==> config.mk <==
export PLATFORM = sky130hd
export DESIGN_NAME = cascaded_pi_duty_slew_unit
export DESIGN_NICKNAME = d
export VERILOG_FILES = /design/src/hdl/cpds_pkg.sv /design/src/hdl/cpds_serial_mac.sv /design/src/hdl/cascaded_pi_duty_slew_unit.sv
export SDC_FILE = /design/constraint.sdc
export NUM_CORES = 2
export LEC_CHECK = 0
export BUFFER_PORTS_ARGS = -buffer_cell sky130_fd_sc_hd__buf_2
export CORE_MARGIN = 8
export CORE_UTILIZATION = 35
export CTS_CLUSTER_DIAMETER = 200
export CTS_CLUSTER_SIZE = 12
export DETAILED_ROUTE_END_ITERATION = 8
export GPL_TIMING_DRIVEN = 0
export PLACE_DENSITY_LB_ADDON = 0.08
export REMOVE_ABC_BUFFERS = 1
export SLEW_MARGIN = 20
export SYNTH_ARGS = -nofsm -noshare
export SYNTH_HDL_FRONTEND = slang
export SYNTH_SLANG_ARGS = --single-unit
export TNS_END_PERCENT = 20
==> constraint.sdc <==
create_clock -name clk -period 8.2 [get_ports clk]
set_input_delay 0.82 -clock clk [delete_from_list [all_inputs] [get_ports clk]]
set_output_delay 0.82 -clock clk [all_outputs]
set_load 0.02 [all_outputs]
==> src/hdl/cpds_pkg.sv <==
package cpds_pkg;

  // Serial multiply-accumulate unit geometry
  localparam int OPND_W = 32;              // signed operand width
  localparam int MUL_W  = 25;              // multiplier (gain sum) width
  localparam int HI_W   = OPND_W + 2;      // running upper partial sum
  localparam int STEPS  = MUL_W;           // one multiplier bit per cycle
  localparam int CNT_W  = $clog2(STEPS);
  localparam int WIDE_W = 40;              // accumulator update width

  localparam int PHASE_COUNT = 2;

  localparam logic [23:0] SPEED_KP_RESET     = 24'd2516582;
  localparam logic [23:0] SPEED_KI_T_RESET   = 24'd5033;
  localparam logic [23:0] CURRENT_KP_RESET   = 24'd2516582;
  localparam logic [23:0] CURRENT_KI_T_RESET = 24'd5033;
  localparam logic [15:0] SETPOINT_RESET     = 16'd0;
  localparam logic [15:0] DUTY_STEP_RESET    = 16'd66;
  localparam logic [15:0] PWM_PERIOD_RESET   = 16'd8500;
  localparam logic [15:0] DUTY_RESET         = 16'h8000;

  typedef enum logic [1:0] {
    OP_SPEED   = 2'd0,
    OP_CURRENT = 2'd1,
    OP_SLEW    = 2'd2
  } opcode_t;

  typedef enum logic [2:0] {
    REG_SPEED_KP       = 3'd0,
    REG_SPEED_KI_T     = 3'd1,
    REG_CURRENT_KP     = 3'd2,
    REG_CURRENT_KI_T   = 3'd3,
    REG_SPEED_SETPOINT = 3'd4,
    REG_DUTY_STEP      = 3'd5,
    REG_PWM_PERIOD     = 3'd6
  } reg_index_t;

  typedef struct packed {
    logic                     start;
    logic signed [OPND_W-1:0] x;
    logic signed [OPND_W-1:0] y;
    logic        [MUL_W-1:0]  mx;
    logic        [MUL_W-1:0]  my;
  } mac_req_t;

  typedef struct packed {
    logic                   busy;
    logic                   done;
    logic signed [HI_W-1:0] hi;
    logic        [MUL_W-1:0] lo;
  } mac_rsp_t;

  function automatic logic signed [31:0] sat32(input logic signed [WIDE_W-1:0] v);
    logic signed [31:0] r;
    if (v > $signed(WIDE_W'(32'h7fff_ffff))) begin
      r = 32'sh7fff_ffff;
    end else if (v < -$signed(WIDE_W'(33'h0_8000_0000))) begin
      r = 32'sh8000_0000;
    end else begin
      r = v[31:0];
    end
    return r;
  endfunction

endpackage

==> src/hdl/cpds_serial_mac.sv <==
module cpds_serial_mac (
  input  logic               clk,
  input  logic               rst,
  input  cpds_pkg::mac_req_t req,
  output cpds_pkg::mac_rsp_t rsp
);
  import cpds_pkg::*;

  // Computes sum over i of 2^i * (mx[i]*x - my[i]*y), one multiplier bit a cycle,
  // LSB first; the product leaves as {hi, lo}.
  logic signed [OPND_W-1:0] x;
  logic signed [OPND_W-1:0] y;
  logic        [MUL_W-1:0]  mx;
  logic        [MUL_W-1:0]  my;
  logic signed [HI_W-1:0]   hi;
  logic        [MUL_W-1:0]  lo;
  logic        [CNT_W-1:0]  cnt;
  logic                     busy;
  logic                     done;

  logic signed [HI_W-1:0] term_x;
  logic signed [HI_W-1:0] term_y;
  logic signed [HI_W-1:0] term;
  logic signed [HI_W:0]   sum;

  always_comb begin
    term_x = mx[0] ? HI_W'(x) : '0;
    term_y = my[0] ? HI_W'(y) : '0;
    term   = term_x - term_y;
    sum    = (HI_W+1)'(hi) + (HI_W+1)'(term);
  end

  always_ff @(posedge clk) begin
    if (rst) begin
      busy <= 1'b0;
      done <= 1'b0;
      cnt  <= '0;
    end else begin
      done <= 1'b0;
      if (req.start) begin
        busy <= 1'b1;
        cnt  <= '0;
      end else if (busy) begin
        cnt <= cnt + 1'b1;
        if (cnt == CNT_W'(STEPS - 1)) begin
          busy <= 1'b0;
          done <= 1'b1;
        end
      end
    end
  end

  always_ff @(posedge clk) begin
    if (req.start) begin
      x  <= req.x;
      y  <= req.y;
      mx <= req.mx;
      my <= req.my;
      hi <= '0;
      lo <= '0;
    end else if (busy) begin
      // shift the finished low bit out into lo
      hi <= sum[HI_W:1];
      lo <= {sum[0], lo[MUL_W-1:1]};
      mx <= mx >> 1;
      my <= my >> 1;
    end
  end

  assign rsp.busy = busy;
  assign rsp.done = done;
  assign rsp.hi   = hi;
  assign rsp.lo   = lo;

endmodule

==> src/hdl/cascaded_pi_duty_slew_unit.sv <==
// Cascaded PI controller (speed loop feeding a current loop) with a duty slew limiter.
//
// Input stream s_axis_*: one transaction is one control tick. s_axis_tuser carries the
// tick kind (speed, current, slew; the unused code only reports), s_axis_tdata the
// encoder count and two phase-current samples.
// Output stream m_axis_*: exactly one result per tick, showing the state after it:
// current reference, duty goal, applied duty, the two PWM compare values and at_goal.
// Configuration: cfg_valid/cfg_ready/cfg_index/cfg_data write the gains, the speed
// setpoint, the duty step and the PWM period; cfg_ready is always high. Write only
// while no tick is in flight.
// Each multiply goes through one shared bit-serial unit, one gain bit per cycle; a speed
// tick needs three such passes, a current tick two, the others one (compare values).
// One tick is worked on at a time; the next is taken once the result is in the output
// register, so a stalled receiver holds back at most one further tick.
// Reset clears the loop state, sets both duty values to half scale and loads the
// default gains; the output register is emptied.
module cascaded_pi_duty_slew_unit (
  input  logic          clk,
  input  logic          rst,
  input  logic          s_axis_tvalid,
  output logic          s_axis_tready,
  // encoder_count[15:0], phase_current_a[27:16], phase_current_b[39:28]
  input  logic [39:0]   s_axis_tdata,
  // opcode[1:0]
  input  logic [1:0]    s_axis_tuser,
  output logic          m_axis_tvalid,
  input  logic          m_axis_tready,
  // current_reference[31:0], duty_target[47:32], duty_applied[63:48],
  // compare_high[79:64], compare_low[95:80], at_goal[96], zero[103:97]
  output logic [103:0]  m_axis_tdata,
  input  logic          cfg_valid,
  output logic          cfg_ready,
  input  logic [2:0]    cfg_index,
  input  logic [23:0]   cfg_data
);
  import cpds_pkg::*;

  typedef enum logic [10:0] {
    S_IDLE     = 11'b000_0000_0001,
    S_DISPATCH = 11'b000_0000_0010,
    S_SPD_WAIT = 11'b000_0000_0100,
    S_SPD_FIN  = 11'b000_0000_1000,
    S_CUR_SET  = 11'b000_0001_0000,
    S_CUR_WAIT = 11'b000_0010_0000,
    S_CUR_FIN  = 11'b000_0100_0000,
    S_SLEW     = 11'b000_1000_0000,
    S_CMP_SET  = 11'b001_0000_0000,
    S_CMP_WAIT = 11'b010_0000_0000,
    S_CMP_FIN  = 11'b100_0000_0000
  } state_t;

  state_t state;
  state_t state_next;

  // configuration
  logic [23:0] speed_kp;
  logic [23:0] speed_ki_t;
  logic [23:0] current_kp;
  logic [23:0] current_ki_t;
  logic [15:0] speed_setpoint;
  logic [15:0] duty_step;
  logic [15:0] pwm_period;

  // latched tick
  opcode_t     op;
  logic [15:0] enc;
  logic [11:0] ia;
  logic [11:0] ib;

  // loop state
  logic signed [16:0] spd_eprev;
  logic signed [31:0] spd_acc;
  logic signed [31:0] cur_eprev;
  logic signed [31:0] cur_acc;
  logic signed [31:0] cur_err;
  logic        [15:0] duty_goal;
  logic        [15:0] duty_now;

  mac_req_t mac_req;
  mac_rsp_t mac_rsp;

  cpds_serial_mac u_mac (
    .clk (clk),
    .rst (rst),
    .req (mac_req),
    .rsp (mac_rsp)
  );

  logic signed [16:0]       spd_err;
  logic        [12:0]       phase_sum;
  logic signed [WIDE_W-1:0] cur_err_wide;
  logic signed [31:0]       cur_err_new;
  logic signed [WIDE_W-1:0] hi_wide;
  logic        [MUL_W:0]    spd_rnd_sum;
  logic        [MUL_W:0]    cur_rnd_sum;
  logic signed [WIDE_W-1:0] spd_inc;
  logic signed [WIDE_W-1:0] cur_inc;
  logic signed [31:0]       spd_acc_next;
  logic signed [31:0]       cur_acc_next;
  logic        [15:0]       duty_goal_next;
  logic signed [16:0]       slew_delta;
  logic signed [16:0]       slew_step;
  logic        [15:0]       duty_now_next;
  logic        [15:0]       cmp_high;
  logic        [15:0]       cmp_low;

  always_comb begin
    spd_err   = $signed({1'b0, speed_setpoint}) - $signed({1'b0, enc});
    phase_sum = {1'b0, ia} + ((PHASE_COUNT >= 2) ? {1'b0, ib} : 13'd0);
    cur_err_wide = WIDE_W'(spd_acc) - $signed({{(WIDE_W-29){1'b0}}, phase_sum, 16'd0});
    cur_err_new  = sat32(cur_err_wide);

    // round half up: add half an LSB of the dropped part, keep the carry
    hi_wide     = WIDE_W'(mac_rsp.hi);
    spd_rnd_sum = {1'b0, mac_rsp.lo} + (MUL_W+1)'(128);
    cur_rnd_sum = {1'b0, mac_rsp.lo} + (MUL_W+1)'(1 << 23);
    spd_inc = (hi_wide <<< (MUL_W - 8))
            + $signed({{(WIDE_W-18){1'b0}}, spd_rnd_sum[MUL_W:8]});
    cur_inc = (hi_wide <<< (MUL_W - 24))
            + $signed({{(WIDE_W-2){1'b0}}, cur_rnd_sum[MUL_W:24]});
    spd_acc_next = sat32(WIDE_W'(spd_acc) + spd_inc);
    cur_acc_next = sat32(WIDE_W'(cur_acc) + cur_inc);

    if (cur_acc_next[31]) begin
      duty_goal_next = 16'd0;
    end else if (|cur_acc_next[30:16]) begin
      duty_goal_next = 16'hffff;
    end else begin
      duty_goal_next = cur_acc_next[15:0];
    end

    slew_delta = $signed({1'b0, duty_goal}) - $signed({1'b0, duty_now});
    slew_step  = $signed({1'b0, duty_step});
    if (slew_delta > slew_step) begin
      duty_now_next = duty_now + duty_step;
    end else if (slew_delta < -slew_step) begin
      duty_now_next = duty_now - duty_step;
    end else begin
      duty_now_next = duty_goal;
    end

    // period * duty: high half is channel one, the complement rounded down channel two
    cmp_high = {mac_rsp.hi[6:0], mac_rsp.lo[24:16]};
    cmp_low  = pwm_period - cmp_high - {15'd0, |mac_rsp.lo[15:0]};
  end

  always_comb begin
    mac_req.start = 1'b0;
    mac_req.x     = '0;
    mac_req.y     = '0;
    mac_req.mx    = '0;
    mac_req.my    = '0;
    case (state)
      S_DISPATCH: begin
        mac_req.start = (op == OP_SPEED);
        mac_req.x     = OPND_W'(spd_err);
        mac_req.y     = OPND_W'(spd_eprev);
        mac_req.mx    = {1'b0, speed_kp} + {1'b0, speed_ki_t};
        mac_req.my    = {1'b0, speed_kp};
      end
      S_CUR_SET: begin
        mac_req.start = 1'b1;
        mac_req.x     = cur_err_new;
        mac_req.y     = cur_eprev;
        mac_req.mx    = {1'b0, current_kp} + {1'b0, current_ki_t};
        mac_req.my    = {1'b0, current_kp};
      end
      S_CMP_SET: begin
        mac_req.start = 1'b1;
        mac_req.x     = $signed({16'd0, pwm_period});
        mac_req.mx    = {{(MUL_W-16){1'b0}}, duty_now};
      end
      default: begin
      end
    endcase
  end

  always_comb begin
    state_next = state;
    case (state)
      S_IDLE: begin
        if (s_axis_tvalid) state_next = S_DISPATCH;
      end
      S_DISPATCH: begin
        case (op)
          OP_SPEED:   state_next = S_SPD_WAIT;
          OP_CURRENT: state_next = S_CUR_SET;
          OP_SLEW:    state_next = S_SLEW;
          default:    state_next = S_CMP_SET;
        endcase
      end
      S_SPD_WAIT: begin
        if (mac_rsp.done) state_next = S_SPD_FIN;
      end
      S_SPD_FIN:  state_next = S_CUR_SET;
      S_CUR_SET:  state_next = S_CUR_WAIT;
      S_CUR_WAIT: begin
        if (mac_rsp.done) state_next = S_CUR_FIN;
      end
      S_CUR_FIN:  state_next = S_CMP_SET;
      S_SLEW:     state_next = S_CMP_SET;
      S_CMP_SET:  state_next = S_CMP_WAIT;
      S_CMP_WAIT: begin
        if (mac_rsp.done) state_next = S_CMP_FIN;
      end
      S_CMP_FIN: begin
        // hold until the output register is free
        if (!m_axis_tvalid || m_axis_tready) state_next = S_IDLE;
      end
      default:    state_next = S_IDLE;
    endcase
  end

  assign s_axis_tready = (state == S_IDLE);
  assign cfg_ready     = 1'b1;

  always_ff @(posedge clk) begin
    if (rst) begin
      state          <= S_IDLE;
      m_axis_tvalid  <= 1'b0;
      speed_kp       <= SPEED_KP_RESET;
      speed_ki_t     <= SPEED_KI_T_RESET;
      current_kp     <= CURRENT_KP_RESET;
      current_ki_t   <= CURRENT_KI_T_RESET;
      speed_setpoint <= SETPOINT_RESET;
      duty_step      <= DUTY_STEP_RESET;
      pwm_period     <= PWM_PERIOD_RESET;
      spd_eprev      <= '0;
      spd_acc        <= '0;
      cur_eprev      <= '0;
      cur_acc        <= '0;
      duty_goal      <= DUTY_RESET;
      duty_now       <= DUTY_RESET;
    end else begin
      state <= state_next;

      if (cfg_valid) begin
        case (cfg_index)
          REG_SPEED_KP:       speed_kp       <= cfg_data;
          REG_SPEED_KI_T:     speed_ki_t     <= cfg_data;
          REG_CURRENT_KP:     current_kp     <= cfg_data;
          REG_CURRENT_KI_T:   current_ki_t   <= cfg_data;
          REG_SPEED_SETPOINT: speed_setpoint <= cfg_data[15:0];
          REG_DUTY_STEP:      duty_step      <= cfg_data[15:0];
          REG_PWM_PERIOD:     pwm_period     <= cfg_data[15:0];
          default: begin
          end
        endcase
      end

      if (state == S_SPD_FIN) begin
        spd_acc   <= spd_acc_next;
        spd_eprev <= spd_err;
      end
      if (state == S_CUR_FIN) begin
        cur_acc   <= cur_acc_next;
        cur_eprev <= cur_err;
        duty_goal <= duty_goal_next;
      end
      if (state == S_SLEW) begin
        duty_now <= duty_now_next;
      end

      if (state == S_CMP_FIN && (!m_axis_tvalid || m_axis_tready)) begin
        m_axis_tvalid <= 1'b1;
      end else if (m_axis_tvalid && m_axis_tready) begin
        m_axis_tvalid <= 1'b0;
      end
    end
  end

  always_ff @(posedge clk) begin
    if (s_axis_tvalid && s_axis_tready) begin
      op  <= opcode_t'(s_axis_tuser);
      enc <= s_axis_tdata[15:0];
      ia  <= s_axis_tdata[27:16];
      ib  <= s_axis_tdata[39:28];
    end
    if (state == S_CUR_SET) begin
      cur_err <= cur_err_new;
    end
    if (state == S_CMP_FIN && (!m_axis_tvalid || m_axis_tready)) begin
      m_axis_tdata <= {7'd0, (duty_now == duty_goal), cmp_low, cmp_high,
                       duty_now, duty_goal, spd_acc};
    end
  end

  // a tick in progress blocks the input
  a_one_tick: assert property (@(posedge clk) disable iff (rst)
    (s_axis_tvalid && s_axis_tready) |=> !s_axis_tready)
    else $error("second tick accepted while one is in progress");

  // the multiplier only finishes where the sequencer waits for it
  a_done_waited: assert property (@(posedge clk) disable iff (rst)
    mac_rsp.done |-> (state == S_SPD_WAIT || state == S_CUR_WAIT || state == S_CMP_WAIT))
    else $error("multiplier result arrived outside a wait state");

  // no multiply may start over one still running
  a_no_restart: assert property (@(posedge clk) disable iff (rst)
    mac_req.start |-> !mac_rsp.busy)
    else $error("multiplier restarted while busy");

  a_at_goal: assert property (@(posedge clk) disable iff (rst)
    m_axis_tvalid |-> (m_axis_tdata[96] == (m_axis_tdata[63:48] == m_axis_tdata[47:32])))
    else $error("at_goal flag disagrees with duty values");

endmodule

==> metrics <==
Routed Wire Length=124,000 µm; ratio of cells with drive above 1 in the final layout=7.88%; FF-to-FF setup slack=1490 ps; clock tree buffer depth=3; met2 routed WL=54,500 µm; distinct cell type count after synthesis=88; I/O pin total=181; sequential fraction of the synthesis area=39.7%; number of violations reported at the end of detailed-routing iteration 0=2,129; pin count of the biggest net entering global routing=110; average cell area after synthesis=9.06 µm²; destination of the worst register-to-register timing path=duty_now[7]; number of pins exceeding their max-slew limit in the final report=0; largest stage delay on the critical path=600 ps; wire length on met1=60,700 µm; pwr/cell area=203 mW/mm²; vias in the first global route=30,800; global routing usage summed across all routing layers=19.1%; cts repair resizes=0; result of the run=complete, no violations; topmost layer with routed signal wires=met4; ANT nets after route=0; CTS HTree Levels=2; hold buffer count at cts=0; via total after detailed routing=31,900; number of nets in the layout=5,009; min cycle time layout=6710 ps; capture point of the worst path=duty_now[7]; clock slew at the register clock pins of the worst setup and hold paths=70 ps; Reg2Reg Depth=23; critical register-to-register path startpoint=duty_now[1]; Setup-failing EPs final=0; Crit path arrival time=7260 ps; crit path cell chain=inv_1, ha_1, nor2b_1, o21ai_0, a21boi_0, o21ai_0, a21boi_0, o21bai_1, a21boi_0, o21ai_0, a21oi_1, a211oi_1, mux2i_1, nand4b_1, ha_1, or4_1, o41ai_1, a31oi_1, nand2_1, nand2_1, o221a_2, o221ai_1, o31ai_1; Design Power=0.00904 W; top library cells by usage in the layout, fill and taps aside=sky130_fd_sc_hd__nand2_1, sky130_fd_sc_hd__ha_1, sky130_fd_sc_hd__a21oi_1; CTS sink cnt=651; Inserted Clock Buffers=60; worst slew margin relative to its limit=22.7%; leading register cell type out of synthesis=sky130_fd_sc_hd__dfxtp_1; type of element capturing the critical path=flip-flop; synthesized cell area=0.0400 mm²; flip-flop and latch count after synthesis=651; min setup slack post-route=1490 ps; Leak=18.6 nW; number of DRC violations after detailed routing=0; number of buffer and inverter stages on the critical path=1; crit share post-route=81.9%; first-pass detailed-route iteration total=6; path type of the worst setup path=flip-flop to flip-flop; via density per instance=5.25; number of instances in the synthesized netlist=4,409; slowest library cell on the worst path=sky130_fd_sc_hd__nand2_1; type of the most critical hold path=primary input to flip-flop; number of enable-type register cells in the synthesized netlist=284; most common cell after layout, fill and taps aside=sky130_fd_sc_hd__nand2_1; maximum frequency from static timing analysis=149 MHz; die extent in x=354 µm; final hold violation count=0; Starting Density=35.1%; skew final=37.0 ps; Post CTS Setup Buffer Count=0; Total Die Area=0.125 mm²; synth-to-layout area growth=11.5%; worst setup path startpoint=duty_now[1]; core outline area=0.114 mm²; count of buffers from port buffering=172; final design instance area without fill=0.0446 mm²; post-synthesis async set-or-reset flop share=0%; source-to-sink clock delay at the later pin of the worst-skew pair=680 ps; minimum setup slack after placement=1550 ps; Routability Congestion=0.832; cell class contributing the biggest share of worst-path delay=compound AO/OA/AOI/OAI gates; number of maximum-capacitance constraint violations=0; Worst-Margin Slew=1160 ps; y dimension of the die=354 µm; Cell Area, Placed=0.0428 mm²; category of the worst setup path launch point=flip-flop; total overflow reported by the global router=0; WL/cell=20.4 µm; WP depth=23; setup repair after global routing missed its margin=false; warning count from the yosys run=0; FP Rows=124; CTS tree=yes; Worst VDD drop=0.151 mV; required time worst endpoint=8750 ps; hpwl dp=92,900 µm; initial antenna violation count=7; metal3 WL=5570 µm; peak fanout along the critical path=19; library cell used as clock root buffer=sky130_fd_sc_hd__clkbuf_16; global-route wire length before repair=189,000 µm
final cells by class:
type | count | area (µm²)
Fill cell | 11600 | 69200
Multi-Input combinational cell | 3359 | 22600
Timing Repair Buffer | 217 | 1570
Sequential cell | 651 | 15900
Clock buffer | 108 | 1700
Clock inverter | 3 | 28.8
Inverter | 219 | 835
Tap cell | 1512 | 1890
Antenna cell | 6 | 15.0
Yosys cell counts, drive strengths merged (14+ instances only):
cell	count	area share (%)
a211oi	46	0.86
a21boi	23	0.43
a21o	121	2.3
a21oi	397	5.0
a221oi	64	1.4
a222oi	14	0.35
a22o	19	0.42
a311oi	29	0.64
a31oi	22	0.42
and2	43	0.67
and3	20	0.31
buf	39	0.51
clkbuf	147	1.4
dfxtp	367	18
edfxtp	284	21
fa	16	0.80
ha	411	13
inv	219	2.1
mux2i	53	1.3
nand2	658	6.2
nand2b	58	0.91
nand3	60	0.75
nand3b	47	0.88
nand4	31	0.49
nor2	361	3.4
nor2b	39	0.61
nor3	68	0.85
nor4	22	0.34
o211ai	28	0.65
o21a	38	0.71
o21ai	159	2.0
o21bai	43	0.84
o22ai	16	0.25
o31ai	22	0.41
or2	18	0.28
or3	20	0.31
xnor2	166	3.6
xor2	90	2.0
how the worst min path moves through the flow:
stage | start | endpoint | slack, ps | cells past startpoint
after floorplan | cur_eprev[16] | cur_eprev[16] | 430 | 2
after global placement | cur_eprev[28] | cur_eprev[28] | 440 | 2
after detailed placement | cur_eprev[28] | cur_eprev[28] | 450 | 2
after CTS | s_axis_tdata[31] | ib[3] | 260 | 1
after global routing | s_axis_tdata[30] | ib[2] | 280 | 1
final | s_axis_tdata[10] | enc[10] | 330 | 1
worst register-to-register path, stage by stage (launching register included):
cell and delay, ps:
sky130_fd_sc_hd__dfxtp_1 570, sky130_fd_sc_hd__inv_1 260, sky130_fd_sc_hd__ha_1 340, sky130_fd_sc_hd__nor2b_1 130, sky130_fd_sc_hd__o21ai_0 190, sky130_fd_sc_hd__a21boi_0 140
sky130_fd_sc_hd__o21ai_0 230, sky130_fd_sc_hd__a21boi_0 180, sky130_fd_sc_hd__o21bai_1 230, sky130_fd_sc_hd__a21boi_0 110, sky130_fd_sc_hd__o21ai_0 260, sky130_fd_sc_hd__a21oi_1 120
sky130_fd_sc_hd__a211oi_1 420, sky130_fd_sc_hd__mux2i_1 140, sky130_fd_sc_hd__nand4b_1 240, sky130_fd_sc_hd__ha_1 230, sky130_fd_sc_hd__or4_1 450, sky130_fd_sc_hd__o41ai_1 380
sky130_fd_sc_hd__a31oi_1 130, sky130_fd_sc_hd__nand2_1 600, sky130_fd_sc_hd__nand2_1 530, sky130_fd_sc_hd__o221a_2 440, sky130_fd_sc_hd__o221ai_1 170, sky130_fd_sc_hd__o31ai_1 100
power by group:
| part | switching [W] | internal, W | total (W) |
|---|---|---|---|
| clock network | 0.00131 | 0.00139 | 0.00271 |
| logic | 0.00152 | 0.00102 | 0.00253 |
| registers | 0.000265 | 0.00354 | 0.00380 |
per-layer routing:
metal	track usage, %	up-vias
met5	0	-
met2	29.9	567
li1	-	16000
met1	27.5	15200
met4	4.83	0
met3	2.59	126
metrics by stage:
stage	instances	utilization, %	setup TNS [ps]	hold WS [ps]
6_report	6075	39.2	0	325
5_1_grt	6071	39.2	0	276
4_1_cts	6068	39.1	0	261
3_5_place_dp	5957	37.6	0	445
3_3_place_gp	5913	36.9	-1640500	440
2_1_floorplan	4229	-	0	426
logic make-up (layout without fill, tap and decap cells):
logic type,count (synthesis),count (layout),share of synthesized area [%]
xor gates and xnor gates,256,256,5.61
buffers and inverters,405,547,3.95
and+or+nand+nor,1477,1477,16.7
adders and majority gates,427,427,13.7
muxes,56,56,1.42
DFF,651,651,39.7
other,2,14,0.0188
AOI/OAI and AO/OA,1135,1135,18.9
state kept, by name (all words and copies together) (netlist names), 17 cells and up:
signal and count:
m_axis_tdata 97, spd_eprev 17, u_mac.mx 25, u_mac.lo 25, cur_err 32, u_mac.hi 34, spd_acc 32, u_mac.my 24
current_kp 24, u_mac.y 32, speed_ki_t 24, current_ki_t 24, cur_acc 32, u_mac.x 32, speed_kp 24, cur_eprev 32
Note: power is estimated with default switching activity, not from simulation.
